==> src/rtl/core/rth_pkg.sv <==
// Shared constants and pipeline word types for the RGB to HSV converter.
// No dependencies.
package rth_pkg;

  localparam int PIX_W     = 8;                // channel width
  localparam int QUO_W     = PIX_W;            // quotient bits, one per divider stage
  localparam int DIV_STEPS = QUO_W;
  localparam int POS_W     = PIX_W + 3;        // hue position, < 6*delta
  localparam int DIV_W     = POS_W + PIX_W;    // 255*pos and divisor << (QUO_W-1)

  // after the max/min stage
  typedef struct packed {
    logic [PIX_W-1:0] mx;
    logic [PIX_W-1:0] delta;
    logic [POS_W-1:0] pos;
  } front_word_t;

  // word carried through the divider stages
  typedef struct packed {
    logic [DIV_W-1:0] hue_rem;
    logic [DIV_W-1:0] hue_dsh;
    logic [QUO_W-1:0] hue_q;
    logic [DIV_W-1:0] sat_rem;
    logic [DIV_W-1:0] sat_dsh;
    logic [QUO_W-1:0] sat_q;
    logic [PIX_W-1:0] brightness;
  } div_word_t;

endpackage

==> src/rtl/core/rth_if.sv <==
// Valid/ready channel interfaces for pixel words in and HSV words out.
// Depends on rth_pkg.
interface rth_in_if;
  import rth_pkg::*;
  logic             valid;
  logic             ready;
  logic [PIX_W-1:0] red;
  logic [PIX_W-1:0] green;
  logic [PIX_W-1:0] blue;
  modport source (output valid, red, green, blue, input ready);
  modport sink   (input valid, red, green, blue, output ready);
endinterface

interface rth_out_if;
  import rth_pkg::*;
  logic             valid;
  logic             ready;
  logic [PIX_W-1:0] hue;
  logic [PIX_W-1:0] saturation;
  logic [PIX_W-1:0] brightness;
  modport source (output valid, hue, saturation, brightness, input ready);
  modport sink   (input valid, hue, saturation, brightness, output ready);
endinterface

==> src/rtl/core/rth_front.sv <==
// Front end: max/min/hue position stage, then the x255 and divisor setup stage.
// Depends on rth_pkg.
module rth_front (
  input  logic                     clk,
  input  logic                     rst_n,
  input  logic                     up_valid,
  output logic                     up_ready,
  input  logic [rth_pkg::PIX_W-1:0] red,
  input  logic [rth_pkg::PIX_W-1:0] green,
  input  logic [rth_pkg::PIX_W-1:0] blue,
  output logic                     dn_valid,
  input  logic                     dn_ready,
  output rth_pkg::div_word_t       dn_data
);
  import rth_pkg::*;

  logic             a_v_r, b_v_r;
  logic             a_adv, b_adv;
  front_word_t      a_r, a_nxt;
  div_word_t        b_r, b_nxt;
  logic [PIX_W-1:0] mx, mn;
  logic [POS_W-1:0] d_ext;
  logic [POS_W-1:0] d6;

  assign b_adv    = !b_v_r || dn_ready;
  assign a_adv    = !a_v_r || b_adv;
  assign up_ready = a_adv;
  assign dn_valid = b_v_r;
  assign dn_data  = b_r;

  // stage A: max, min, delta and position within [0, 6*delta)
  always_comb begin
    mx = red;
    if (green > mx) mx = green;
    if (blue > mx) mx = blue;
    mn = red;
    if (green < mn) mn = green;
    if (blue < mn) mn = blue;
    a_nxt.mx    = mx;
    a_nxt.delta = mx - mn;
    d_ext       = POS_W'(a_nxt.delta);
    // sums are modular in POS_W bits; true values stay in range
    if (mx == red) begin
      if (green >= blue) begin
        a_nxt.pos = POS_W'(green) - POS_W'(blue);
      end else begin
        a_nxt.pos = (d_ext << 2) + (d_ext << 1) + POS_W'(green) - POS_W'(blue);
      end
    end else if (mx == green) begin
      a_nxt.pos = (d_ext << 1) + POS_W'(blue) - POS_W'(red);
    end else begin
      a_nxt.pos = (d_ext << 2) + POS_W'(red) - POS_W'(green);
    end
  end

  // stage B: dividends times 255, divisors aligned to the top quotient bit
  always_comb begin
    d6 = (POS_W'(a_r.delta) << 2) + (POS_W'(a_r.delta) << 1);
    b_nxt.hue_rem    = (DIV_W'(a_r.pos) << PIX_W) - DIV_W'(a_r.pos);
    b_nxt.sat_rem    = (DIV_W'(a_r.delta) << PIX_W) - DIV_W'(a_r.delta);
    b_nxt.hue_q      = '0;
    b_nxt.sat_q      = '0;
    b_nxt.brightness = a_r.mx;
    if (a_r.delta == '0) begin
      // gray: zero dividend over a nonzero divisor gives zero
      b_nxt.hue_dsh = DIV_W'(1) << (QUO_W - 1);
      b_nxt.sat_dsh = DIV_W'(1) << (QUO_W - 1);
    end else begin
      b_nxt.hue_dsh = DIV_W'(d6) << (QUO_W - 1);
      b_nxt.sat_dsh = DIV_W'(a_r.mx) << (QUO_W - 1);
    end
  end

  always_ff @(posedge clk) begin
    if (!rst_n) begin
      a_v_r <= 1'b0;
      b_v_r <= 1'b0;
    end else begin
      if (a_adv) a_v_r <= up_valid;
      if (b_adv) b_v_r <= a_v_r;
    end
  end

  always_ff @(posedge clk) begin
    if (a_adv && up_valid) a_r <= a_nxt;
    if (b_adv && a_v_r) b_r <= b_nxt;
  end

endmodule

==> src/rtl/core/rth_div_stage.sv <==
// One restoring-division step for both hue and saturation quotients.
// Depends on rth_pkg.
module rth_div_stage (
  input  logic               clk,
  input  logic               rst_n,
  input  logic               up_valid,
  output logic               up_ready,
  input  rth_pkg::div_word_t up_data,
  output logic               dn_valid,
  input  logic               dn_ready,
  output rth_pkg::div_word_t dn_data
);
  import rth_pkg::*;

  logic             v_r;
  logic             adv;
  div_word_t        d_r, d_nxt;
  logic             hue_ge, sat_ge;
  logic [DIV_W-1:0] hue_diff, sat_diff;

  assign adv      = !v_r || dn_ready;
  assign up_ready = adv;
  assign dn_valid = v_r;
  assign dn_data  = d_r;

  // remainder stays below 2x the aligned divisor, so the shift drops nothing
  always_comb begin
    hue_ge   = up_data.hue_rem >= up_data.hue_dsh;
    sat_ge   = up_data.sat_rem >= up_data.sat_dsh;
    hue_diff = hue_ge ? up_data.hue_rem - up_data.hue_dsh : up_data.hue_rem;
    sat_diff = sat_ge ? up_data.sat_rem - up_data.sat_dsh : up_data.sat_rem;
    d_nxt            = up_data;
    d_nxt.hue_rem    = {hue_diff[DIV_W-2:0], 1'b0};
    d_nxt.sat_rem    = {sat_diff[DIV_W-2:0], 1'b0};
    d_nxt.hue_q      = {up_data.hue_q[QUO_W-2:0], hue_ge};
    d_nxt.sat_q      = {up_data.sat_q[QUO_W-2:0], sat_ge};
  end

  always_ff @(posedge clk) begin
    if (!rst_n) begin
      v_r <= 1'b0;
    end else if (adv) begin
      v_r <= up_valid;
    end
  end

  always_ff @(posedge clk) begin
    if (adv && up_valid) d_r <= d_nxt;
  end

endmodule

==> src/rtl/core/rgb_to_hsv_8bit.sv <==
// RGB to HSV converter, 8 bits per channel: front end plus divider pipeline.
// Depends on rth_pkg, rth_if, rth_front, rth_div_stage.
//
//   channel  dir  word                        handshake
//   in_pix   in   red, green, blue            valid/ready
//   out_pix  out  hue, saturation, brightness valid/ready
//
// One pixel per clock sustained while out_pix.ready holds; registers from accept to out valid:
// two front stages (max/min, x255 setup) and one stage per quotient bit.
// Each stage has its own valid bit and register, so bubbles close up under stall.
// Synchronous active-low reset clears the valid bits only.
module rgb_to_hsv_8bit (
  input  logic       clk,
  input  logic       rst_n,
  rth_in_if.sink     in_pix,
  rth_out_if.source  out_pix
);
  import rth_pkg::*;

  logic      st_valid [DIV_STEPS+1];
  logic      st_ready [DIV_STEPS+1];
  div_word_t st_data  [DIV_STEPS+1];

  rth_front u_front (
    .clk      (clk),
    .rst_n    (rst_n),
    .up_valid (in_pix.valid),
    .up_ready (in_pix.ready),
    .red      (in_pix.red),
    .green    (in_pix.green),
    .blue     (in_pix.blue),
    .dn_valid (st_valid[0]),
    .dn_ready (st_ready[0]),
    .dn_data  (st_data[0])
  );

  for (genvar i = 0; i < DIV_STEPS; i++) begin : g_div
    rth_div_stage u_stage (
      .clk      (clk),
      .rst_n    (rst_n),
      .up_valid (st_valid[i]),
      .up_ready (st_ready[i]),
      .up_data  (st_data[i]),
      .dn_valid (st_valid[i+1]),
      .dn_ready (st_ready[i+1]),
      .dn_data  (st_data[i+1])
    );
  end

  assign st_ready[DIV_STEPS] = out_pix.ready;
  assign out_pix.valid       = st_valid[DIV_STEPS];
  assign out_pix.hue         = st_data[DIV_STEPS].hue_q;
  assign out_pix.saturation  = st_data[DIV_STEPS].sat_q;
  assign out_pix.brightness  = st_data[DIV_STEPS].brightness;

endmodule

==> src/flat_wrapper.sv <==
// flat-port wrapper written by rule: the top's interface ports become plain ports
module rgb_to_hsv_8bit_flat import rth_pkg::*;
  (clk, rst_n, in_pix_valid, in_pix_red, in_pix_green, in_pix_blue, in_pix_ready, out_pix_valid, out_pix_hue, out_pix_saturation, out_pix_brightness, out_pix_ready);
  rth_in_if in_pix_i ();
  rth_out_if out_pix_i ();
  input  logic clk;
  input  logic rst_n;
  input wire logic [$bits(in_pix_i.valid)-1:0] in_pix_valid;
  input wire logic [$bits(in_pix_i.red)-1:0] in_pix_red;
  input wire logic [$bits(in_pix_i.green)-1:0] in_pix_green;
  input wire logic [$bits(in_pix_i.blue)-1:0] in_pix_blue;
  output wire logic [$bits(in_pix_i.ready)-1:0] in_pix_ready;
  output wire logic [$bits(out_pix_i.valid)-1:0] out_pix_valid;
  output wire logic [$bits(out_pix_i.hue)-1:0] out_pix_hue;
  output wire logic [$bits(out_pix_i.saturation)-1:0] out_pix_saturation;
  output wire logic [$bits(out_pix_i.brightness)-1:0] out_pix_brightness;
  input wire logic [$bits(out_pix_i.ready)-1:0] out_pix_ready;
  assign in_pix_i.valid = in_pix_valid;
  assign in_pix_i.red = in_pix_red;
  assign in_pix_i.green = in_pix_green;
  assign in_pix_i.blue = in_pix_blue;
  assign in_pix_ready = in_pix_i.ready;
  assign out_pix_valid = out_pix_i.valid;
  assign out_pix_hue = out_pix_i.hue;
  assign out_pix_saturation = out_pix_i.saturation;
  assign out_pix_brightness = out_pix_i.brightness;
  assign out_pix_i.ready = out_pix_ready;
  rgb_to_hsv_8bit u_core (.clk(clk), .rst_n(rst_n), .in_pix(in_pix_i), .out_pix(out_pix_i));
endmodule
==> config.mk <==
export PLATFORM = sky130hd
export DESIGN_NAME = rgb_to_hsv_8bit_flat
export DESIGN_NICKNAME = d
export VERILOG_FILES = /design/src/rtl/core/rth_pkg.sv /design/src/rtl/core/rth_if.sv /design/src/rtl/core/rth_front.sv /design/src/rtl/core/rth_div_stage.sv /design/src/rtl/core/rgb_to_hsv_8bit.sv /design/src/flat_wrapper.sv
export SDC_FILE = /design/constraint.sdc
export NUM_CORES = 1
export LEC_CHECK = 0
export BUFFER_PORTS_ARGS = -buffer_cell sky130_fd_sc_hd__buf_2
export CORE_MARGIN = 3
export CORE_UTILIZATION = 30
export CTS_CLUSTER_SIZE = 14
export DETAILED_ROUTE_END_ITERATION = 10
export SYNTH_ARGS = -nofsm -noshare
export SYNTH_HDL_FRONTEND = slang
export SYNTH_HIERARCHICAL = 1
export SYNTH_SLANG_ARGS = --single-unit
export TNS_END_PERCENT = 100
==> constraint.sdc <==
create_clock -name clk -period 11.52 [get_ports clk]
set_input_delay 3.456 -clock clk [delete_from_list [all_inputs] [get_ports clk]]
set_output_delay 3.456 -clock clk [all_outputs]
set_load 0.1 [all_outputs]
==> results of run 1 <==
==> registers in the layout (all words and copies together) (netlist names) <==
signal and cells:
u_core/g_div.u_stage/dn_data 654, u_core/g_div.u_stage/dn_valid 8, u_core/u_front/dn_data 63, u_core/u_front/a_v_r 1
u_core/u_front/dn_valid 1, u_core/u_front/a_r 27
==> power groups by stage <==
stage	clock network, uW	registers, uW	logic, uW
after floorplan	0	3310	2040
after global placement	0	3370	2600
after detailed placement	0	3370	2630
after CTS	2740	3310	2650
after global routing	2840	3320	2970
final	2650	3310	2650
==> cells in the final DEF (no fill, tap or decap), types with 36 or more instances in the layout <==
cell         n
nand4_1     52
buf_4       39
nand2_1    263
o21bai_1    43
o21ai_0    182
o21a_1      57
a21o_1     104
a21oi_1    319
nand3_1     41
clkbuf_16   88
nor2_1     201
ha_1       395
mux2_4      44
nor2b_1     36
nor3_1      46
xor2_1     107
buf_2       53
edfxtp_1   744
fa_1        44
mux2_2     131
xnor2_1    164
inv_1      478
==> cell type report <==
| cell class | instances | area share (%) |
|---|---|---|
| flip-flops and latches | 754 | 43.7 |
| clock inverters | 57 | 1.03 |
| inverters | 484 | 3.52 |
| multi-input cells | 2765 | 41.4 |
| well taps | 2030 | 4.92 |
| repair buffers | 92 | 1.08 |
| clock buffers | 99 | 4.35 |
==> layer usage <==
metal | track usage (%) | share of wire [%] | routed length, microns
met5 | 0 | 0 | 0
met2 | 20.5 | 47 | 46100
met1 | 15.7 | 47 | 45600
met4 | 3.79 | 2.8 | 2740
met3 | 1.69 | 3.3 | 3200
==> critical path, delay by kind of cell <==
kind                       cells  cell delay [ns]
AOI/OAI and AO/OA             12             2.15
xor gates and xnor gates       1             0.26
adders and majority gates      6             2.09
buffers and inverters          6             0.75
muxes                          1             0.34
and+or+nand+nor               13             1.91
==> how the worst max path moves through the flow <==
stage / end / slack (ns) / cells past startpoint
3_3_place_gp: u_core/u_front/a_r[10] / 0.57 / 38
5_1_grt: u_core/u_front/a_r[10] / 0.51 / 37
3_5_place_dp: u_core/u_front/a_r[9] / 0.40 / 39
2_1_floorplan: u_core/u_front/a_r[10] / 0.87 / 36
4_1_cts: u_core/u_front/a_r[9] / 1.10 / 39
6_report: u_core/u_front/a_r[9] / 0.94 / 39
==> stage by stage <==
stage	utilization (%)	instance area (sq um)	hold WS, ns	setup slack [ns]	instances
6_report	33.7	51600	0.409	0.937	6281
5_1_grt	33.7	51600	0.420	0.512	6281
4_1_cts	33.7	51600	0.414	1.10	6281
3_5_place_dp	31.9	48800	0.405	0.398	6125
3_3_place_gp	31.9	48800	0.402	0.570	6125
2_1_floorplan	-	46600	0.400	0.867	4122
==> results_dict.tcl, run 1 <==
set metrics [dict create \
    row_count 143 \
    cts_setup_buffers 0 \
    worst-r2r-cell-count 8 \
    numCtsBuffers 86 \
    root_buffer_cell "clkbuf_16" \
    pin_count_of_the_biggest_net_entering_global_routing 78 \
    outcome "finished clean" \
    syn_area_per_cell_sq_um 11.3 \
    combinationalPowerShare_pct 30.8 \
    fillCellCount 15300 \
    finalNetCount 4650 \
    vdd_drop_max_mv 0.167 \
    regToRegEndpoint "u_core/g_div[4].u_stage/dn_data[84]" \
    cts_hold_buffers 0 \
    unrepaired_setup_endpoints_after_global_routing "no" \
    ctsLongestPathBuffers 3 \
    p_leak_uw 0.0203 \
    min_path_cells 0 \
    power.share.clock_pct 30.8 \
    cp_max_fo 7 \
    die_h_microns 400 \
    r2r_path_start "u_core/g_div[3].u_stage/dn_data[82]" \
    max_cap_violations 0 \
    worst-setup-path-type "input pin to flip-flop" \
    p_int_uw 5940 \
    cp-start-kind "input pin" \
    tritoncts "yes" \
    insertedDiodeCount 0 \
    max_freq_mhz 94.5 \
    worst_hold_path_ep "u_core/g_div[1].u_stage/dn_data[7]" \
    buffer_ports.inserted 53 \
    crit_arrival_ns 10.97 \
    routed-via-count 29700 \
    min_path_type "flip-flop to flip-flop" \
    final_antenna_net_count 0 \
    seq_power_share_pct 38.4 \
    ff2ff_setup_slack_ns 7.96 \
    via_count_of_the_first_global_routing_pass 30100 \
    cellPowerDensity_nw_per_um2 167 \
    grt_first_pass_wirelength_mm 157 \
    gp_congestion 0.873 \
    netlist_area_sq_um 46500 \
    ctsHtreeMaxLevel 3 \
    grt_util_all_layers_pct 12.0 \
    grt_antenna_before_repair 1 \
    die_area_sq_um 160000 \
    layout-area-overhead-vs-synth_pct 11.1 \
    clock-sinks 754 \
    detailedRoute.firstPassIterationCount 7 \
    worstMarginPinSlew_ns 1.20 \
    multi_input_area_sq_um 21400 \
    die-width_microns 400 \
    clock-skew-final_ns 0.0317 \
    grt.overflow.total 0 \
    drtIter0Drc 1541 \
    synth_cells 4096 \
    routed_wire_length_per_instance_microns 15.5 \
    report.power.total_uw 8610 \
    report.final.setup_viol 0 \
    initial_standard_cell_utilization_of_the_core_pct 30.4 \
    period_utilisation_layout_pct 91.9 \
    hold_viol 0 \
    place_hpwl_mm 75.7 \
    ioPinCount 54 \
    slew_viol_final 0 \
    relative_slew_slack_pct 19.6 \
    setup_total_negative_slack_ns 0 \
    p_sw_share_pct 31.0 \
    worstSetupEndpointType "flip-flop" \
    worst_skew_pair.late_latency_ns 0.66 \
    share_of_final_layout_standard_cells_stronger_than_drive_strength_1_pct 11.7 \
    core_sq_um 153000 \
    worst_hold_startpoint "u_core/g_div[0].u_stage/dn_data[7]" \
    crit_path_start "in_pix_red[1]" \
    cpPeakStageDelay_ns 0.50 \
    worst_setup_hold_path_clk_slew_ns 0.06 \
    yosys_warnings 6 \
    timing.critical_path.required_ns 11.91 \
    cts_resized 0 \
    final-seq-area_sq_um 22500 \
    final_period_minus_worst_setup_slack_ns 10.58 \
    critical_path.slowest_cell "fa_1" \
    vias_per_cell 4.73 \
    drcViolationCount 0 \
    routed_wl_mm 97.6 \
    net-switching-power_uw 2670 \
]
Power figures use the tool's default switching activity.
==> run 2: changes to the inputs <==
- CORE_ASPECT_RATIO: default -> 1.1
==> run 2 against run 1 <==
Sequential share of layout area down 0.16 points. Critical path type unchanged. Routed wire length down 0.19%. Non-clock buffer count up 5. Setup slack better by 0.032 ns. Largest power group unchanged. Maximum frequency up 0.30%. Critical path depth unchanged. Clock skew down 0.010 ns. Count of clock-buffer cells in the layout down 7. Clock power up 5%. Register-to-register slack worse by 0.06 ns. Sequential power about the same.
==> results_dict.tcl, run 2 (synthesis gave the netlist of run 1 again) <==
set metrics [dict create \
    drcViolationCount 0 \
    worst_hold_startpoint "u_core/g_div[1].u_stage/dn_data[7]" \
    vdd_drop_max_mv 0.146 \
    cellPowerDensity_nw_per_um2 168 \
    via_count_of_the_first_global_routing_pass 30400 \
    slew_viol_final 0 \
    setup_total_negative_slack_ns 0 \
    routed_wl_mm 97.4 \
    vias_per_cell 4.70 \
    clock-skew-final_ns 0.0213 \
    wire_length_on_met3_mm 3.03 \
    finalNetCount 4653 \
    final_antenna_net_count 0 \
    worstSetupEndpointType "flip-flop" \
    worst_skew_pair.late_latency_ns 0.63 \
    report.final.setup_viol 0 \
    ctsLongestPathBuffers 3 \
    initial_standard_cell_utilization_of_the_core_pct 30.4 \
    fillCellCount 15100 \
    final_period_minus_worst_setup_slack_ns 10.55 \
    fin_hold_ws_ns 0.403 \
    drtIter0Drc 1491 \
    mostFrequentLayoutCell "edfxtp_1" \
    route.top_layer_used "met4" \
    core_sq_um 153000 \
    layout-area-overhead-vs-synth_pct 11.5 \
    met2WireLength_mm 48.2 \
    cts_setup_buffers 0 \
    gp_congestion 0.850 \
    ioPinCount 54 \
    detailedRoute.firstPassIterationCount 5 \
    p_leak_uw 0.0204 \
    die-width_microns 381 \
    worst-setup-path-type "input pin to flip-flop" \
    cp-start-kind "input pin" \
    worstMarginPinSlew_ns 1.14 \
    cpPeakStageDelay_ns 0.49 \
    insertedDiodeCount 0 \
    clock-sinks 754 \
    grt_first_pass_wirelength_mm 157 \
    cp_max_fo 9 \
    grt_util_all_layers_pct 12.0 \
    grt_antenna_before_repair 1 \
    crit_arrival_ns 10.93 \
    outcome "finished clean" \
    timing.critical_path.required_ns 11.90 \
    timing.critical_path.mode_cell "a21oi_1" \
    largest_register_ff_count 654 \
    ctsHtreeMaxLevel 3 \
    period_utilisation_layout_pct 91.6 \
    r2r_path_start "u_core/g_div[3].u_stage/dn_data[63]" \
    hold_viol 0 \
    row_count 150 \
    placedInstanceArea_sq_um 48900 \
    die_h_microns 419 \
    report.power.total_uw 8720 \
    grt.overflow.total 0 \
    root_buffer_cell "clkbuf_16" \
    drt-met1-wl_mm 42.8 \
    critical_path.slowest_cell "fa_1" \
    routed-via-count 29600 \
    unrepaired_setup_endpoints_after_global_routing "no" \
    most-common-layout-cells "edfxtp_1, inv_1, ha_1" \
    max_freq_mhz 94.8 \
    share_of_final_layout_standard_cells_stronger_than_drive_strength_1_pct 11.7 \
    cts_hold_buffers 0 \
    worst_setup_hold_path_clk_slew_ns 0.06 \
    cts_resized 0 \
    place_hpwl_mm 76.3 \
    buffer_ports.inserted 53 \
    numCtsBuffers 84 \
    relative_slew_slack_pct 23.5 \
    min_path_type "flip-flop to flip-flop" \
    crit_path_start "in_pix_red[7]" \
    routed_wire_length_per_instance_microns 15.4 \
    pin_count_of_the_biggest_net_entering_global_routing 77 \
    tritoncts "yes" \
    layout.cell_area.non_filler_sq_um 51800 \
    die_area_sq_um 160000 \
    max_cap_violations 0 \
]
run 2: cell count changes in the layout (fill, tap and decap cells not counted), moves of 2 or more:
cell,previous run,this run
bufinv_16,6,14
clkinvlp_4,9,5
inv_6,2,6
clkinv_2,19,13
clkinv_1,14,21
buf_4,39,44
clkinv_4,5,3
clkinv_16,2,0
clkbuf_1,11,5
run 2: layer usage:
layer,global-route usage [%],vias to the layer above
li1,-,15000
met1,14.6,14000
met2,21.6,454
met3,1.58,185
met4,4.64,0
met5,0,-
run 2: critical path: cells and delay by family:
kind            cells  cell delay (ns)
compound gates     16             2.44
fa+ha+maj           7             2.57
simple gates        7             1.19
xor+xnor            3             0.54
buf+inv             6             0.73
run 2: worst paths after layout:
kind / endpoint / slack [ns] / cells after the start
max: u_core/u_front/a_r[10] / 0.97 / 39
min: u_core/g_div[2].u_stage/dn_data[7] / 0.40 / 0
max reg2reg: u_core/g_div[4].u_stage/dn_data[84] / 7.90 / 9
min reg2reg: u_core/g_div[2].u_stage/dn_data[7] / 0.40 / 0
run 2: layout make-up:
cell class | count | area (sq um) | share of cell area, %
clock inverters | 62 | 697 | 1.35
clock buffers | 92 | 2200 | 4.24
repair buffers | 97 | 596 | 1.15
flip-flops and latches | 754 | 22500 | 43.5
inverters | 484 | 1820 | 3.51
multi-input cells | 2765 | 21400 | 41.3
well taps | 2052 | 2570 | 4.96
run 2: through the flow:
stage / instances / utilization (%) / setup WS [ns]
after floorplan: 4122 / - / 0.867
after global placement: 6152 / 32.0 / 0.339
after detailed placement: 6152 / 32.0 / 0.303
after CTS: 6306 / 33.9 / 0.976
after global routing: 6306 / 33.9 / 0.380
final: 6306 / 33.9 / 0.969
run 2: power breakdown:
part	internal (uW)	total, uW	switching, uW
Combinational	1200	2630	1440
Sequential	3210	3310	100
Clock	1690	2780	1080
Total	6100	8720	2620
==> run 3: changes to the inputs <==
- CORE_UTILIZATION: 30 -> 60
- PLACE_DENSITY: default -> 0.76
==> run 3 against run 2 <==
Global-route usage is 11 points higher. Combinational power hardly changed. Routed wire length is 5.3% lower. Final area is 3.2% lower. Sequential power hardly changed. First-iteration DRC count is 8.1% higher. Highest routed layer unchanged. Total power is 3.2% lower. Non-clock buffer count is 4 lower. Largest power group unchanged.
==> results_dict.tcl, run 3 (synthesis gave the netlist of run 1 again) <==
set metrics [dict create \
    share_of_final_layout_standard_cells_stronger_than_drive_strength_1_pct 11.4 \
    cts_hold_buffers 0 \
    grt_util_all_layers_pct 22.6 \
    max_freq_mhz 95.4 \
    outcome "finished clean" \
    routed-via-count 30200 \
    cp-start-kind "input pin" \
    initial_standard_cell_utilization_of_the_core_pct 60.8 \
    timing.critical_path.mode_cell "inv_1" \
    hold_viol 0 \
    most-common-layout-cells "edfxtp_1, inv_1, ha_1" \
    worstMarginPinSlew_ns 1.14 \
    routing_usage_on_met1_pct 25.8 \
    layout-area-overhead-vs-synth_pct 7.92 \
    cp_max_fo 6 \
    p_int_uw 5910 \
    critical_path_cell_count 37 \
    die_h_microns 298 \
    globalRouteMet3Util_pct 2.59 \
    period_utilisation_layout_pct 91.0 \
    gp_congestion 0.975 \
    routed_wire_length_per_instance_microns 17.5 \
    tritoncts "yes" \
    vias_per_cell 5.73 \
    crit_arrival_ns 10.82 \
    p_sw_share_pct 30.0 \
    report.final.setup_viol 0 \
    root_buffer_cell "clkbuf_16" \
    cts_setup_buffers 0 \
    min_path_cells 0 \
    routed_wl_mm 92.2 \
    worst_hold_startpoint "u_core/g_div[0].u_stage/dn_data[4]" \
    cellPowerDensity_nw_per_um2 168 \
    postLayoutSetupSlackWorst_ns 1.04 \
    preCtsSetupSlack_ns 0.503 \
    ctsLongestPathBuffers 3 \
    detailedRoute.firstPassIterationCount 6 \
    r2r_path_start "u_core/g_div[3].u_stage/dn_data[65]" \
    clock-skew-final_ns 0.0233 \
    worstPathBufferInverterCount 7 \
    grt_first_pass_wirelength_mm 149 \
    core_sq_um 76400 \
    final_antenna_net_count 0 \
    worstSetupEndpointType "flip-flop" \
    worst_hold_path_ep "u_core/g_div[1].u_stage/dn_data[4]" \
    max_cap_violations 0 \
    ctsHtreeMaxLevel 3 \
    placedInstanceArea_sq_um 47600 \
    slew_viol_final 0 \
    worst_skew_pair.late_latency_ns 0.61 \
    vdd_drop_max_mv 0.284 \
    critical_path.slowest_cell "fa_1" \
    drcViolationCount 0 \
    crit_path_max_delay_family "adder cells" \
    grt.overflow.total 0 \
    die-width_microns 271 \
    numCtsBuffers 76 \
    worst-r2r-cell-count 9 \
    unrepaired_setup_endpoints_after_global_routing "no" \
    ff2ff_setup_slack_ns 7.86 \
    worst_setup_hold_path_clk_slew_ns 0.06 \
    grt_antenna_before_repair 0 \
    ioPinCount 54 \
    seq_power_share_pct 39.1 \
    row_count 106 \
    pin_count_of_the_biggest_net_entering_global_routing 80 \
    relative_slew_slack_pct 23.7 \
    worst-setup-path-type "input pin to flip-flop" \
    mostFrequentLayoutCell "edfxtp_1" \
    finalNetCount 4641 \
    power.share.clock_pct 29.4 \
    net-switching-power_uw 2530 \
    use_met2_pct 42.0 \
    drtIter0Drc 1612 \
    min_path_type "flip-flop to flip-flop" \
    largest_register_ff_count 654 \
    combinationalPowerShare_pct 31.5 \
    setup_total_negative_slack_ns 0 \
    place_hpwl_mm 71.8 \
    buffer_ports.inserted 53 \
    insertedDiodeCount 0 \
    final_period_minus_worst_setup_slack_ns 10.48 \
    timing.critical_path.required_ns 11.86 \
    p_leak_uw 0.0202 \
    global_route.peak_usage_layer "met2" \
    die_area_sq_um 80800 \
    cpPeakStageDelay_ns 0.49 \
    clock-sinks 754 \
    cts_resized 0 \
    layout.cell_area.non_filler_sq_um 50100 \
    regToRegEndpoint "u_core/g_div[4].u_stage/dn_data[86]" \
    via_count_of_the_first_global_routing_pass 30400 \
]
-- run 3: cell count changes in the layout (fill, tap and decap cells not counted), moves of 4 or more --
cell       change
clkbuf_1       +4
bufinv_16      -5
buf_4          -4
clkinv_1       -9
clkbuf_16      -9
clkbuf_8       +6
-- run 3: through the flow --
step / hold WS, ns / util, % / instances / power, uW
floorplan: 0.400 / - / 4122 / 5360
global placement: 0.401 / 62.3 / 5122 / 5940
detailed placement: 0.405 / 62.3 / 5122 / 6000
CTS: 0.413 / 65.6 / 5260 / 8510
global route: 0.421 / 65.6 / 5260 / 8960
finish: 0.411 / 65.6 / 5260 / 8440
-- run 3: layout make-up --
type / instances / area [sq um]
fill: 5769 / 26200
sequential: 754 / 22500
multi-input combinational: 2765 / 21400
clock buffer: 93 / 2070
inverter: 484 / 1820
tap: 1026 / 1280
timing repair buffer: 93 / 566
clock inverter: 45 / 487
-- run 3: metal layers --
| layer | part of all wire, % | vias to the layer above |
|---|---|---|
| met5 | 0 | - |
| met4 | 4.7 | 0 |
| met2 | 52 | 709 |
| li1 | - | 15000 |
| met1 | 40 | 14200 |
| met3 | 3.4 | 262 |
-- run 3: power groups by stage --
| stage | Sequential, uW | Combinational [uW] | Clock [uW] |
|---|---|---|---|
| 5_1_grt | 3320 | 2990 | 2650 |
| 6_report | 3300 | 2660 | 2480 |
| 2_1_floorplan | 3310 | 2040 | 0 |
| 3_5_place_dp | 3360 | 2640 | 0 |
| 3_3_place_gp | 3360 | 2580 | 0 |
| 4_1_cts | 3300 | 2660 | 2540 |
-- run 3: worst max path at each step --
stage / startpoint / to / slack, ns
3_5_place_dp: in_pix_red[1] / u_core/u_front/a_r[10] / 0.50
3_3_place_gp: in_pix_red[1] / u_core/u_front/a_r[10] / 0.66
2_1_floorplan: in_pix_red[2] / u_core/u_front/a_r[10] / 0.87
4_1_cts: in_pix_red[1] / u_core/u_front/a_r[10] / 1.14
5_1_grt: in_pix_red[1] / u_core/u_front/a_r[10] / 0.54
6_report: in_pix_red[1] / u_core/u_front/a_r[10] / 1.04
